<file path="config.mk">
export PLATFORM = sky130hd
export DESIGN_NAME = mgli_ctrl
export DESIGN_NICKNAME = d
export VERILOG_FILES = /design/src/rtl/mgli_pkg.sv /design/src/rtl/mgli_ctrl.sv
export SDC_FILE = /design/constraint.sdc
export NUM_CORES = 1
export LEC_CHECK = 0
export BUFFER_PORTS_ARGS = -buffer_cell sky130_fd_sc_hd__buf_4
export CORE_MARGIN = 2
export CORE_UTILIZATION = 34
export CTS_CLUSTER_SIZE = 16
export DETAILED_ROUTE_END_ITERATION = 8
export GPL_TIMING_DRIVEN = 1
export PLACE_DENSITY = 0.63
export SETUP_SLACK_MARGIN = 0.2
export SYNTH_ARGS = -nofsm -noshare
export SYNTH_HDL_FRONTEND = slang
export SYNTH_SLANG_ARGS = --single-unit
</file>
<file path="constraint.sdc">
create_clock -name i_clk -period 2.35 [get_ports i_clk]
set_clock_uncertainty 0.2 [all_clocks]
set_input_delay 0.3525 -clock i_clk [delete_from_list [all_inputs] [get_ports i_clk]]
set_output_delay 0.3525 -clock i_clk [all_outputs]
set_load 0.03 [all_outputs]
</file>
<file path="src/rtl/mgli_pkg.sv">
// Shared types, widths and codes of the masked gap linear interpolator.
package mgli_pkg;

    localparam int AW  = 6;   // bin address width at the largest row
    localparam int DW  = 7;   // index distance width
    localparam int PW  = 38;  // distance times error
    localparam int SW  = 78;  // sum of two squared products, even for the root
    localparam int RW  = SW / 2;
    localparam int QW  = 40;  // divider dividend and quotient
    localparam int KW  = 6;   // iteration counter
    localparam int MW  = 32 + 32 + 1;

    typedef enum logic [4:0] {
        S_LOAD, S_RD, S_CHK, S_SCAN_RD, S_SCAN_CHK, S_SETUP,
        S_SQ_LO, S_W_SQ_LO, S_SQ_HI, S_W_SQ_HI, S_SQRT, S_W_SQRT,
        S_DIV_V, S_W_DIV_V, S_DIV_E, S_W_DIV_E, S_OUT, S_OUT_F, S_SEND
    } t_state;

    typedef enum logic [2:0] {
        OP_NONE, OP_SETUP, OP_SQ_LO, OP_SQ_HI, OP_SQRT, OP_DIV_VAL, OP_DIV_ERR
    } t_op;

    typedef struct packed {
        logic          wr;
        logic          rd;
        logic [AW-1:0] addr;
        logic          cap_cur;
        logic          cap_lo;
        logic          cap_hi;
        t_op           op;
        logic [DW-1:0] dist_a;
        logic [DW-1:0] dist_b;
        logic [DW-1:0] dist_d;
        logic          load_out;
        logic          out_fill;
        logic [AW-1:0] out_idx;
        logic          out_last;
    } t_cmd;

    typedef struct packed {
        logic rd_valid;
        logic busy;
    } t_stat;

endpackage

</file>
<file path="src/rtl/mgli_ctrl.sv">
// Controller: row loading, neighbor scan and fill sequencing.
module mgli_ctrl #(
    parameter int MAX_BINS = 64
) (
    input  logic           i_clk,
    input  logic           i_rst_n,
    input  logic           i_in_valid,
    input  logic           i_last_bin,
    output logic           o_in_ready,
    output logic           o_out_valid,
    input  logic           i_out_ready,
    output mgli_pkg::t_cmd o_cmd,
    input  mgli_pkg::t_stat i_stat
);
    import mgli_pkg::*;

    localparam int IW = $clog2(MAX_BINS);
    localparam int CW = $clog2(MAX_BINS + 1);

    t_state r_state, n_state;
    logic [CW-1:0] r_count, r_n, r_idx, r_scan, r_lo, r_hi;
    logic r_lo_ok, r_hi_ok, r_hi_none;
    logic acc_in, room, last_out;

    assign acc_in   = (r_state == S_LOAD) && i_in_valid;
    assign room     = r_count < CW'(MAX_BINS);
    assign last_out = (r_idx + CW'(1)) == r_n;

    always_comb begin
        n_state = r_state;
        unique case (r_state)
            S_LOAD: begin
                if (acc_in && i_last_bin) n_state = S_RD;
            end
            S_RD: n_state = S_CHK;
            S_CHK: begin
                if (i_stat.rd_valid || !r_lo_ok || r_hi_none) n_state = S_OUT;
                else if (r_hi_ok && (r_hi > r_idx)) n_state = S_SETUP;
                else n_state = S_SCAN_RD;
            end
            S_SCAN_RD: n_state = (r_scan == r_n) ? S_OUT : S_SCAN_CHK;
            S_SCAN_CHK: n_state = i_stat.rd_valid ? S_SETUP : S_SCAN_RD;
            S_SETUP:   n_state = S_SQ_LO;
            S_SQ_LO:   n_state = S_W_SQ_LO;
            S_W_SQ_LO: n_state = i_stat.busy ? S_W_SQ_LO : S_SQ_HI;
            S_SQ_HI:   n_state = S_W_SQ_HI;
            S_W_SQ_HI: n_state = i_stat.busy ? S_W_SQ_HI : S_SQRT;
            S_SQRT:    n_state = S_W_SQRT;
            S_W_SQRT:  n_state = i_stat.busy ? S_W_SQRT : S_DIV_V;
            S_DIV_V:   n_state = S_W_DIV_V;
            S_W_DIV_V: n_state = i_stat.busy ? S_W_DIV_V : S_DIV_E;
            S_DIV_E:   n_state = S_W_DIV_E;
            S_W_DIV_E: n_state = i_stat.busy ? S_W_DIV_E : S_OUT_F;
            S_OUT, S_OUT_F: n_state = S_SEND;
            S_SEND: begin
                if (i_out_ready) n_state = last_out ? S_LOAD : S_RD;
            end
            default: n_state = S_LOAD;
        endcase
    end

    always_comb begin
        o_cmd          = '0;
        o_cmd.op       = OP_NONE;
        o_cmd.dist_a   = DW'(r_hi - r_idx);
        o_cmd.dist_b   = DW'(r_idx - r_lo);
        o_cmd.dist_d   = DW'(r_hi - r_lo);
        o_cmd.out_idx  = AW'(r_idx[IW-1:0]);
        o_cmd.out_last = last_out;
        o_cmd.addr     = AW'(r_idx[IW-1:0]);
        o_in_ready     = (r_state == S_LOAD);
        o_out_valid    = (r_state == S_SEND);
        unique case (r_state)
            S_LOAD: begin
                o_cmd.addr = AW'(r_count[IW-1:0]);
                o_cmd.wr   = acc_in && room;
            end
            S_RD: o_cmd.rd = 1'b1;
            S_CHK: begin
                o_cmd.cap_cur = 1'b1;
                o_cmd.cap_lo  = i_stat.rd_valid;
            end
            S_SCAN_RD: begin
                o_cmd.addr = AW'(r_scan[IW-1:0]);
                o_cmd.rd   = (r_scan != r_n);
            end
            S_SCAN_CHK: o_cmd.cap_hi = i_stat.rd_valid;
            S_SETUP: o_cmd.op = OP_SETUP;
            S_SQ_LO: o_cmd.op = OP_SQ_LO;
            S_SQ_HI: o_cmd.op = OP_SQ_HI;
            S_SQRT:  o_cmd.op = OP_SQRT;
            S_DIV_V: o_cmd.op = OP_DIV_VAL;
            S_DIV_E: o_cmd.op = OP_DIV_ERR;
            S_OUT:   o_cmd.load_out = 1'b1;
            S_OUT_F: begin
                o_cmd.load_out = 1'b1;
                o_cmd.out_fill = 1'b1;
            end
            default: ;
        endcase
    end

    always_ff @(posedge i_clk) begin
        if (!i_rst_n) begin
            r_state   <= S_LOAD;
            r_count   <= '0;
            r_n       <= '0;
            r_idx     <= '0;
            r_scan    <= '0;
            r_lo      <= '0;
            r_hi      <= '0;
            r_lo_ok   <= 1'b0;
            r_hi_ok   <= 1'b0;
            r_hi_none <= 1'b0;
        end else begin
            r_state <= n_state;
            unique case (r_state)
                S_LOAD: begin
                    if (acc_in) begin
                        if (i_last_bin) begin
                            r_n       <= room ? r_count + CW'(1) : r_count;
                            r_count   <= '0;
                            r_idx     <= '0;
                            r_lo_ok   <= 1'b0;
                            r_hi_ok   <= 1'b0;
                            r_hi_none <= 1'b0;
                        end else if (room) begin
                            r_count <= r_count + CW'(1);
                        end
                    end
                end
                S_CHK: begin
                    if (i_stat.rd_valid) begin
                        r_lo    <= r_idx;
                        r_lo_ok <= 1'b1;
                    end
                    r_scan <= r_idx + CW'(1);
                end
                S_SCAN_RD: begin
                    if (r_scan == r_n) r_hi_none <= 1'b1;
                end
                S_SCAN_CHK: begin
                    if (i_stat.rd_valid) begin
                        r_hi    <= r_scan;
                        r_hi_ok <= 1'b1;
                    end else begin
                        r_scan <= r_scan + CW'(1);
                    end
                end
                S_SEND: begin
                    if (i_out_ready) r_idx <= r_idx + CW'(1);
                end
                default: ;
            endcase
        end
    end

    a_send_in_row: assert property (@(posedge i_clk) disable iff (!i_rst_n)
        (r_state == S_SEND) |-> (r_idx < r_n))
        else $error("emitting a bin beyond the row");

    a_count_bound: assert property (@(posedge i_clk) disable iff (!i_rst_n)
        r_count <= CW'(MAX_BINS))
        else $error("load count past row size");

    a_fill_brackets: assert property (@(posedge i_clk) disable iff (!i_rst_n)
        (r_state == S_SETUP) |-> (r_lo_ok && r_hi_ok && r_lo < r_idx && r_hi > r_idx))
        else $error("fill started without neighbors on both sides");

endmodule

</file>
**Word-level counts from Yosys, hierarchy flattened**

Cells that the tools add are included.

- Bits in registers: 50
- Bits in latches: 0
- Bits in writable memories: 0
- Memory bits (read-only): 0
- Input port bits: 7
- Memories: 0

- Add/sub/neg operators: 6
- Multiply operators: 0
- Divide/modulo/power cells: 0
- Magnitude comparators: 2
- Equality and inequality tests: 29
- Shift-type cells: 0
- Mux-type cells: 36
- Bitwise logic cells: 0
- Reductions and logical operators: 24

Operators by type and width:

| operator | number |
|---|---|
| 5-bit one-hot mux with 18 select lines | 1 |
| 7-bit two-way mux | 6 |
| 5-bit by 4-bit equality test with 1-bit output, second input constant | 8 |
| 7-bit one-hot mux with 2 select lines | 2 |
| 5-bit two-way mux | 5 |
| 7-bit by 1-bit adder with 7-bit output, second input constant | 3 |
| 7-bit subtractor | 3 |
| 5-bit by 3-bit equality test with 1-bit output, second input constant | 4 |
| 3-bit one-hot mux with 6 select lines | 1 |
| 4-bit AND reduction | 4 |
| 5-bit equality test, second input constant | 3 |
| 7-bit equality test | 2 |
| 6-bit one-hot mux with 2 select lines | 1 |
| 5-bit by 2-bit equality test with 1-bit output, second input constant | 2 |
| 2-bit inequality test, second input constant | 5 |
| 2-bit AND reduction | 5 |
| 2-bit nonzero test | 5 |
| 1-bit two-way mux | 9 |
| 3-bit two-way mux | 3 |
| 1-bit one-hot mux with 2 select lines | 4 |
| 7-bit > comparator | 1 |
| 7-bit less-than comparator, second input constant | 1 |
| 7-bit inequality test | 1 |
| 2-bit two-way mux | 3 |
| other kinds (9) | 15 |

**Logic depth before layout (Yosys ltp)**

Gate-level depths: netlist (run 1).

- Depth after elaboration: 5
- Gate-level depth with buffers: 9
- Gate-level depth less buffers: 8

**Least setup slack after synthesis (run 1)**

No wires, ideal clock.

- Kind: register to output
- From: register r_idx[1]
- To: output port o_cmd[28] (netlist bit)
- Arrival time: 2.563 ns
- Setup slack: -0.766 ns
- Stages on the path, launching flop included: 7
- Path buffers: 0
- Path through: dfxtp_1 inv_1 ha_1 nor2b_1 o21a_1 o21a_1 o311ai_0

RTL lines:

| item | line | source |
|---|---|---|
| start, declared | mgli_ctrl.sv:21 | `logic [CW-1:0] r_count, r_n, r_idx, r_scan, r_lo, r_hi;` |
| start signal, assigned | mgli_ctrl.sv:151 | `if (i_out_ready) r_idx <= r_idx + CW'(1);` |
| end, declared | mgli_ctrl.sv:12 | `output mgli_pkg::t_cmd o_cmd,` |

==> flow_summary.toml, run 1 <==
[power]
powerDensity_mw_per_mm2 = 660.4
p_leak_nw = 2.728
max-vdd-ir-drop_v = 0.0007353

[timing]
finalWorstSetupSlack_ns = -0.3509
min_period_ns = 2.701
slew_headroom_pct = 64.84
period_share_pct = 114.9
worstMarginPinSlew_ns = 0.5219
drv_slew = 0
max_freq_mhz = 370.3
grt_setup_unrepaired = "yes"
finalSetupViolCount = 14
final-hold-violation-count = 0

[place]
port_buffers = 52
post_dp_cell_area_mm2 = 0.005051
gp_congestion = 0.8943
detailed_place_hpwl_um = 8752
place_ws_ns = -0.06643
placedCellCount = 726

[worst_setup_path]
startpoint_type = "flip-flop"
cp.required_ns = 1.80
endpoint_kind = "primary output"
reg2reg_depth = 7
cp_data_arrival_time_ns = 2.15
crit_path_max_fanout = 5
timing_worst_setup_path_type = "reg -> out"

[yosys]
synthCells = 496
synth.most_common_cell = "dfxtp_1"
synth_top_cell_area_share_pct = 25.73
synth.area.top_cells = "dfxtp_1, ha_1, mux2i_1"
ys.flop_type = "dfxtp_1"
yosys_register_bits = 50
netlist_area_mm2 = 0.003890
ys_types = 66
yosysTopAreaCell = "dfxtp_1"
synth-seq-area-share_pct = 25.73
async_flop_share_pct = 0
syn_nets = 528
avgSynthCellArea_um2 = 7.843
ys_warn_count = 0
synth_edf_count = 0
netlist_top_cells_count = "dfxtp_1, nand2_1, nor2_1, inv_1"

[final_layout]
layout.nets = 657
stdcell_count = 769
fin_area_mm2 = 0.006041
fin_util_pct = 53.59
multi_input_area_mm2 = 0.003177
area_growth_pct = 55.29
nFillCells = 1018
seq_area_mm2 = 0.001052
drive_gt1_share_pct = 46.33
diodes = 0

[floorplanning]
die_h_um = 111.0
rows = 39
start_util_pct = 34.51
coreArea_mm2 = 0.01127
dieArea_mm2 = 0.01231
die_x_um = 111.0
ios = 53

[worst_hold_path]
holdPathStages = 4
hp-class = "in -> reg"

[run_status]
violations = "setup timing"
outcome = "finished, violations left"

[clock_tree]
tritoncts = "done"
clkSinkCount = 50
holdBufCountCts = 0
clkTransAtPathRegs_ns = 0.07
clock_latency_ns = 0.30
numCtsBuffers = 5
htreeDepth = 2
root_buffer = "clkbuf_16"
clockBufferDepth = 2

[grt]
track_usage_pct = 19.89
grt_pass1_wl_um = 20100
grt_max_degree = 39
grt-ovfl-total = 0
antenna_found_initial = 0
grt_pass1_vias = 4128

[route]
firstDrtPassIters = 4
drc = 0
drt_iter0_drc = 301
postRouteWirelength_um = 12570
vias_per_cell = 5.393
wl_per_cell_um = 16.35
ant_nets = 0
routed-via-count = 4147

[job]
cap_violations = 0
==> routing by layer <==
layer	GRT usage, %	routed length, um
met5	0	0
met4	6.833	332
met3	2.515	568
met2	35.62	6400
met1	24.54	5272
==> cell families (layout without fill, tap and decap cells) <==
family | Yosys count | after routing | share of synthesized area [%]
buf+inv | 64 | 194 | 7.140
compound gates | 118 | 118 | 19.88
simple gates | 193 | 193 | 26.41
mux | 18 | 18 | 4.664
xor+xnor | 28 | 28 | 7.559
fa+ha+maj | 25 | 25 | 8.620
flops | 50 | 50 | 25.73
==> per-stage QoR <==
| stage | total power, mW | hold slack (ns) | TNS [ns] |
|---|---|---|---|
| 2_1_floorplan | 2.066 | 0.2387 | 0 |
| 4_1_cts | 3.760 | 0.2669 | -2.634 |
| 3_5_place_dp | 2.607 | 0.2725 | -0.1741 |
| 3_3_place_gp | 2.593 | 0.2553 | -0.09358 |
| 5_1_grt | 4.176 | 0.2942 | -3.857 |
| 6_report | 3.989 | 0.2668 | -2.916 |
==> layout by cell type, fill, tap and decap left out, drive strengths merged, types with 8 or more instances in the layout <==
cell	Yosys	layout
a21boi	10	10
a21oi	31	31
a22oi	8	8
and2	10	10
and3	14	14
buf	13	153
dfxtp	50	50
ha	22	22
inv	32	32
mux2i	17	17
nand2	45	45
nand3	16	16
nor2	38	38
nor2b	26	26
nor3	15	15
o21ai	31	31
xnor2	17	17
xor2	8	8
==> final timing paths <==
path,endpoint,slack [ns],startpoint
worst max-delay path,o_cmd[29],-0.35,r_idx[0]$_SDFFE_PN0P_
worst min-delay path,r_count[4]$_SDFFE_PN0P_,0.27,i_last_bin
worst max register to register,r_state[0]$_SDFFE_PN0P_,0.11,r_idx[0]$_SDFFE_PN0P_
worst min register to register,r_hi_none$_SDFFE_PN0P_,0.28,r_hi_none$_SDFFE_PN0P_
==> critical path, stage by stage (launching register included) <==
cell and delay, ns:
dfxtp_4 0.40, ha_4 0.15, fa_2 0.24, nor2b_2 0.06
o21ai_2 0.18, a21boi_2 0.10, or4_4 0.50, nand3_4 0.09
buf_6 0.12
==> state kept, by name (all words and copies together) (netlist names) <==
name and cells:
r_count 7, r_hi 7, r_hi_none 1, r_hi_ok 1, r_idx 7, r_lo 7
r_lo_ok 1, r_n 7, r_scan 7, r_state 5
==> cell type report <==
class | instances | share of cell area, %
clock buffers | 5 | 2.071
clock inverters | 3 | 0.6628
inverters | 33 | 2.258
multi-input cells | 382 | 52.59
flip-flops and latches | 50 | 17.42
well taps | 143 | 2.962
repair buffers | 153 | 22.04
==> power by group <==
part / total [mW] / internal (mW) / switching (mW)
logic: 2.09 / 0.994 / 1.10
clock network: 0.844 / 0.500 / 0.344
registers: 1.06 / 0.934 / 0.122
total: 3.99 / 2.43 / 1.56
==> timing repair <==
action	4_1_cts	5_1_grt
setup buffers	16	19
resized for setup	90	50
setup endpoints to repair	39	39
pin swaps	38	26
(Power assumes the default switching activity.)
==> inputs of run 2 (changes only) <==
- SKIP_CTS_REPAIR_TIMING: unset -> 1
==> flow_summary.toml, run 2 (same netlist as run 1, synthesis figures left out) <==
[run_status]
outcome = "finished, violations left"
violations = "setup timing"

[worst_setup_path]
timing_worst_setup_path_type = "reg -> out"
critical_path.most_common_cell = "buf_6"
cp_slowest_stage_delay_ns = 0.54
crit_chain = "buf_6 > ha_4 > nor2b_1 > o21ai_1 > a21boi_1 > or4_4 > nand3_4 > buf_6"
path_buf_inv = 2
cp_data_arrival_time_ns = 2.15
crit_family = "simple AND/OR/NAND/NOR gates"
crit_slowest_cell = "or4_4"
startpoint_type = "flip-flop"
crit_path_max_fanout = 5
cp.required_ns = 1.80
endpoint_kind = "primary output"

[floorplanning]
rows = 39
ios = 53
coreArea_mm2 = 0.01127
start_util_pct = 34.51
dieArea_mm2 = 0.01231
die_h_um = 111.0
die_x_um = 111.0

[route]
firstDrtPassIters = 4
postRouteWirelength_um = 12130
drc = 0
drt_iter0_drc = 274
routed-via-count = 4054
vias_per_cell = 5.327
ant_nets = 0
wl_per_cell_um = 15.94

[timing]
min_period_ns = 2.702
worstMarginPinSlew_ns = 0.5309
max_freq_mhz = 370.2
finalSetupViolCount = 11
finalWorstSetupSlack_ns = -0.3515
drv_slew = 0
setup_tns_ns = -2.731
final-hold-violation-count = 0
period_share_pct = 115.0
slew_headroom_pct = 64.23
grt_setup_unrepaired = "yes"

[power]
p_leak_nw = 2.644
power.total_mw = 3.953
powerDensity_mw_per_mm2 = 665.3
max-vdd-ir-drop_v = 0.0006937

[clock_tree]
clkSinkCount = 50
tritoncts = "done"
root_buffer = "clkbuf_16"
htreeDepth = 2
numCtsBuffers = 5
clkTransAtPathRegs_ns = 0.07
clock_latency_ns = 0.30
clockBufferDepth = 2

[place]
post_dp_cell_area_mm2 = 0.005051
gp_congestion = 0.8943
port_buffers = 52
placedCellCount = 726
detailed_place_hpwl_um = 8752

[final_layout]
area_growth_pct = 52.75
drive_gt1_share_pct = 44.50
stdcell_count = 761
nFillCells = 1013
fin_area_mm2 = 0.005942
diodes = 0
layout_common_cells = "buf_4, buf_6, nand2_1"
layout_commonest_cell = "buf_4"
layout.nets = 649

[grt]
antenna_found_initial = 0
track_usage_pct = 18.62
grt-ovfl-total = 0
grt_max_degree = 39
grt_pass1_vias = 3891
grt_pass1_wl_um = 18980

[worst_hold_path]
hp-class = "in -> reg"

[job]
cap_violations = 0
run 2: changes by cell type in the layout (fill, tap and decap cells not counted), sizes merged:
cell / before / now
buf: 153 / 145
run 2: metrics by stage:
stage                     setup slack (ns)  util (%)  hold WS, ns
after CTS                          -0.3927     46.28       0.2670
after detailed placement          -0.06643     44.81       0.2725
final                              -0.3515     52.71       0.2621
after global routing               -0.4331     52.71       0.2944
after global placement            -0.04005     44.81       0.2553
after floorplan                   0.004506         -       0.2387
run 2: area by class of cell:
| cell class | instances | area, um^2 | share of cell area (%) |
|---|---|---|---|
| clock buffer | 5 | 125.1 | 2.106 |
| multi-input combinational | 382 | 3141 | 52.85 |
| timing repair buffer | 145 | 1267 | 21.33 |
| clock inverter | 3 | 40.04 | 0.6738 |
| sequential | 50 | 1051 | 17.69 |
| tap | 143 | 178.9 | 3.011 |
| inverter | 33 | 138.9 | 2.337 |
run 2: worst paths after layout:
check | start | endpoint | slack (ns) | cells after the start
setup / recovery | r_idx[1]$_SDFFE_PN0P_ | o_cmd[21] | -0.35 | 8
hold / removal | i_last_bin | r_count[4]$_SDFFE_PN0P_ | 0.26 | 4
setup reg to reg | r_idx[1]$_SDFFE_PN0P_ | r_state[0]$_SDFFE_PN0P_ | 0.11 | 7
hold reg to reg | r_hi_none$_SDFFE_PN0P_ | r_hi_none$_SDFFE_PN0P_ | 0.28 | 2
run 2: worst register-to-register path: stages (launching register included):
cell	delay, ns
dfxtp_4	0.40
ha_4	0.18
and3_4	0.20
xnor3_1	0.20
or4_4	0.46
buf_6	0.14
o41ai_4	0.24
a21boi_1	0.10
run 2: report_power, final:
group | internal (mW) | total, mW | switching [mW]
clock | 0.499 | 0.841 | 0.342
sequential | 0.934 | 1.05 | 0.116
combinational | 0.994 | 2.06 | 1.07
run 2: routing by layer:
| metal | part of all wire, % | wire [um] | vias up | GRT usage, % |
|---|---|---|---|---|
| li1 | - | - | 2000 | - |
| met5 | 0 | 0 | - | 0 |
| met2 | 51 | 6128 | 120 | 31.82 |
| met1 | 44 | 5299 | 1916 | 24.47 |
| met3 | 4.0 | 485 | 18 | 2.296 |
| met4 | 1.8 | 217 | 0 | 5.917 |
==> inputs of run 3 (changes only) <==
- ABC_AREA: unset -> 1
- CORE_ASPECT_RATIO: unset -> 1.1
- CORE_MARGIN: 2 -> 5
==> flow_summary.toml, run 3 <==
[final_layout]
layout_common_cells = "nand2_1, buf_4, inv_1"
drive_gt1_share_pct = 38.88
diodes = 0
layout_commonest_cell = "nand2_1"
layout.nets = 656
fin_util_pct = 51.04
stdcell_count = 768
fin_area_mm2 = 0.005355
area_growth_pct = 46.17

[clock_tree]
htreeDepth = 2
tritoncts = "done"
clock_latency_ns = 0.30
clkSinkCount = 50
clockBufferDepth = 2
numCtsBuffers = 5
root_buffer = "clkbuf_16"
clkTransAtPathRegs_ns = 0.07

[yosys]
ys_warn_count = 0
synth_compound_area_share_pct = 18.34
synthCells = 531
netlist_area_mm2 = 0.003664
avgSynthCellArea_um2 = 6.899
ys.flop_type = "dfxtp_1"
synth_edf_count = 0
syn_nets = 563
ys_types = 45
synth.area.top_cells = "dfxtp_1, nand2_1, inv_1"
synth_top_family_by_area = "simple AND/OR/NAND/NOR gates"
yosys_register_bits = 50
synthMuxAreaShare_pct = 0
synth-seq-area-share_pct = 27.32
synth_fa_ha_area_share_pct = 9.153
async_flop_share_pct = 0
netlist_top_cells_count = "nand2_1, inv_1, dfxtp_1, nor2_1, a21oi_1"
yosysTopAreaCell = "dfxtp_1"
synth_top_cell_area_share_pct = 27.32
synth-xor-area-share_pct = 7.411
synth-simple-area-share_pct = 25.99
synth.most_common_cell = "nand2_1"

[timing]
slew_headroom_pct = 77.54
period_share_pct = 109.4
min_period_ns = 2.570
finalSetupViolCount = 10
worstMarginPinSlew_ns = 0.3356
max_freq_mhz = 389.1
drv_slew = 0
final-hold-violation-count = 0
hold_slack_ns = 0.2297
grt_setup_unrepaired = "yes"
finalWorstSetupSlack_ns = -0.2198

[power]
powerDensity_mw_per_mm2 = 1139
clock_power_share_pct = 12.3
internal-power_mw = 3.150
seqPwrFrac_pct = 18.9
net-switching-power_mw = 2.948
max-vdd-ir-drop_v = 0.0006267
p_leak_nw = 2.476
switching_share_pct = 48.34
pwr-share-comb_pct = 68.8
power.total_mw = 6.098

[floorplanning]
die_x_um = 109.0
coreArea_mm2 = 0.01049
ios = 53
die_h_um = 118.9
rows = 39
dieArea_mm2 = 0.01295
start_util_pct = 34.92

[worst_hold_path]
holdPathStages = 4
hold_end = "r_n[1]$_SDFFE_PN0P_"
hp-class = "in -> reg"
min_from = "i_last_bin"

[worst_setup_path]
cp.required_ns = 1.80
endpoint_kind = "primary output"
path_buf_inv = 2
crit_family = "compound AO/OA/AOI/OAI gates"
r2r_end = "r_state[1]$_SDFFE_PN0P_"
rrSetupSlack_ns = 0.21
startpoint_type = "flip-flop"
timing_worst_setup_path_type = "reg -> out"
critical_path.most_common_cell = "a21oi_1"
regToRegStartpoint = "r_idx[1]$_SDFFE_PN0P_"
cp_data_arrival_time_ns = 2.02
crit_slowest_cell = "dfxtp_4"
crit_chain = "buf_4 > ha_1 > a21oi_1 > o21ai_0 > a21oi_1 > nor2_1 > nor2_2 > xor2_2 > buf_6"
crit_path_max_fanout = 5
reg2reg_depth = 14
cp_slowest_stage_delay_ns = 0.37

[route]
vias_per_cell = 4.965
drc = 0
firstDrtPassIters = 5
wl_per_cell_um = 15.24
drt_iter0_drc = 288
ant_nets = 0
routed-via-count = 3813
postRouteWirelength_um = 11700

[run_status]
violations = "setup timing"
outcome = "finished, violations left"

[grt]
track_usage_pct = 16.70
grt_pass1_wl_um = 17480
grt_max_degree = 31
antenna_found_initial = 0
grt_pass1_vias = 3489
grt-ovfl-total = 0

[place]
post_dp_cell_area_mm2 = 0.004378
detailed_place_hpwl_um = 8695
port_buffers = 52
placedCellCount = 732
gp_congestion = 0.9486

[job]
cap_violations = 0
==> run 3: cell types whose count changed after synthesis, sizes merged, moves of 13 or more <==
cell,before,now
and3,14,1
inv,32,87
nor2b,26,0
mux2i,17,0
clkbuf,18,4
nor2,38,58
nand2,45,106
==> run 3: power groups by stage <==
stage / clock, mW / combinational, mW / sequential, mW
5_1_grt: 0.794 / 4.50 / 1.17
2_1_floorplan: 0 / 2.17 / 1.09
3_5_place_dp: 0 / 3.09 / 1.12
6_report: 0.748 / 4.20 / 1.15
3_3_place_gp: 0 / 3.07 / 1.12
4_1_cts: 0.759 / 3.10 / 1.10
==> run 3: how the worst max path moves through the flow <==
| stage | startpoint | endpoint | slack [ns] | cells after the start |
|---|---|---|---|---|
| 3_5_place_dp | r_idx[0]$_SDFFE_PN0P_ | o_cmd[22] | 0.04 | 9 |
| 4_1_cts | r_idx[0]$_SDFFE_PN0P_ | o_cmd[22] | -0.28 | 9 |
| 6_report | r_idx[1]$_SDFFE_PN0P_ | o_cmd[21] | -0.22 | 9 |
| 2_1_floorplan | r_idx[0]$_SDFFE_PN0P_ | o_cmd[22] | 0.09 | 8 |
| 3_3_place_gp | r_idx[0]$_SDFFE_PN0P_ | o_cmd[22] | 0.05 | 9 |
| 5_1_grt | r_idx[1]$_SDFFE_PN0P_ | o_cmd[21] | -0.30 | 9 |
==> run 3: worst register-to-register path, delay by kind of cell (launching register included) <==
kind | cells | cell delay [ns]
and+or+nand+nor | 7 | 0.53
buffers and inverters | 5 | 0.47
DFF | 1 | 0.38
adders and majority gates | 1 | 0.26
AOI/OAI and AO/OA | 1 | 0.19
==> run 3: cell families after synthesis <==
group                    count (synthesis)
AO/OA/AOI/OAI                          114
flip-flops                              50
buffers and inverters                  103
adder cells (fa/ha/maj)                 25
AND/OR/NAND/NOR                        208
XOR/XNOR                                31
==> run 3: area by class of cell <==
class                      count  area, um^2
fill                         990        5136
multi-input combinational    378        2746
sequential                    50        1044
timing repair buffer         101       873.3
inverter                      88       365.4
tap                          143       178.9
clock buffer                   5       125.1
clock inverter                 3       22.52
==> run 3: stage by stage <==
stage	setup slack [ns]	TNS [ns]
global route	-0.2991	-2.286
detailed placement	0.03942	0
finish	-0.2198	-1.229
global placement	0.05290	0
floorplan	0.08975	0
CTS	-0.2831	-3.348
==> run 3: metal layers <==
metal | track usage, % | vias up | share of wire, %
li1 | - | 1928 | -
met1 | 22.81 | 1761 | 45
met2 | 27.80 | 109 | 49
met3 | 2.327 | 15 | 4.2
met4 | 3.788 | 0 | 1.6
met5 | 0 | - | 0
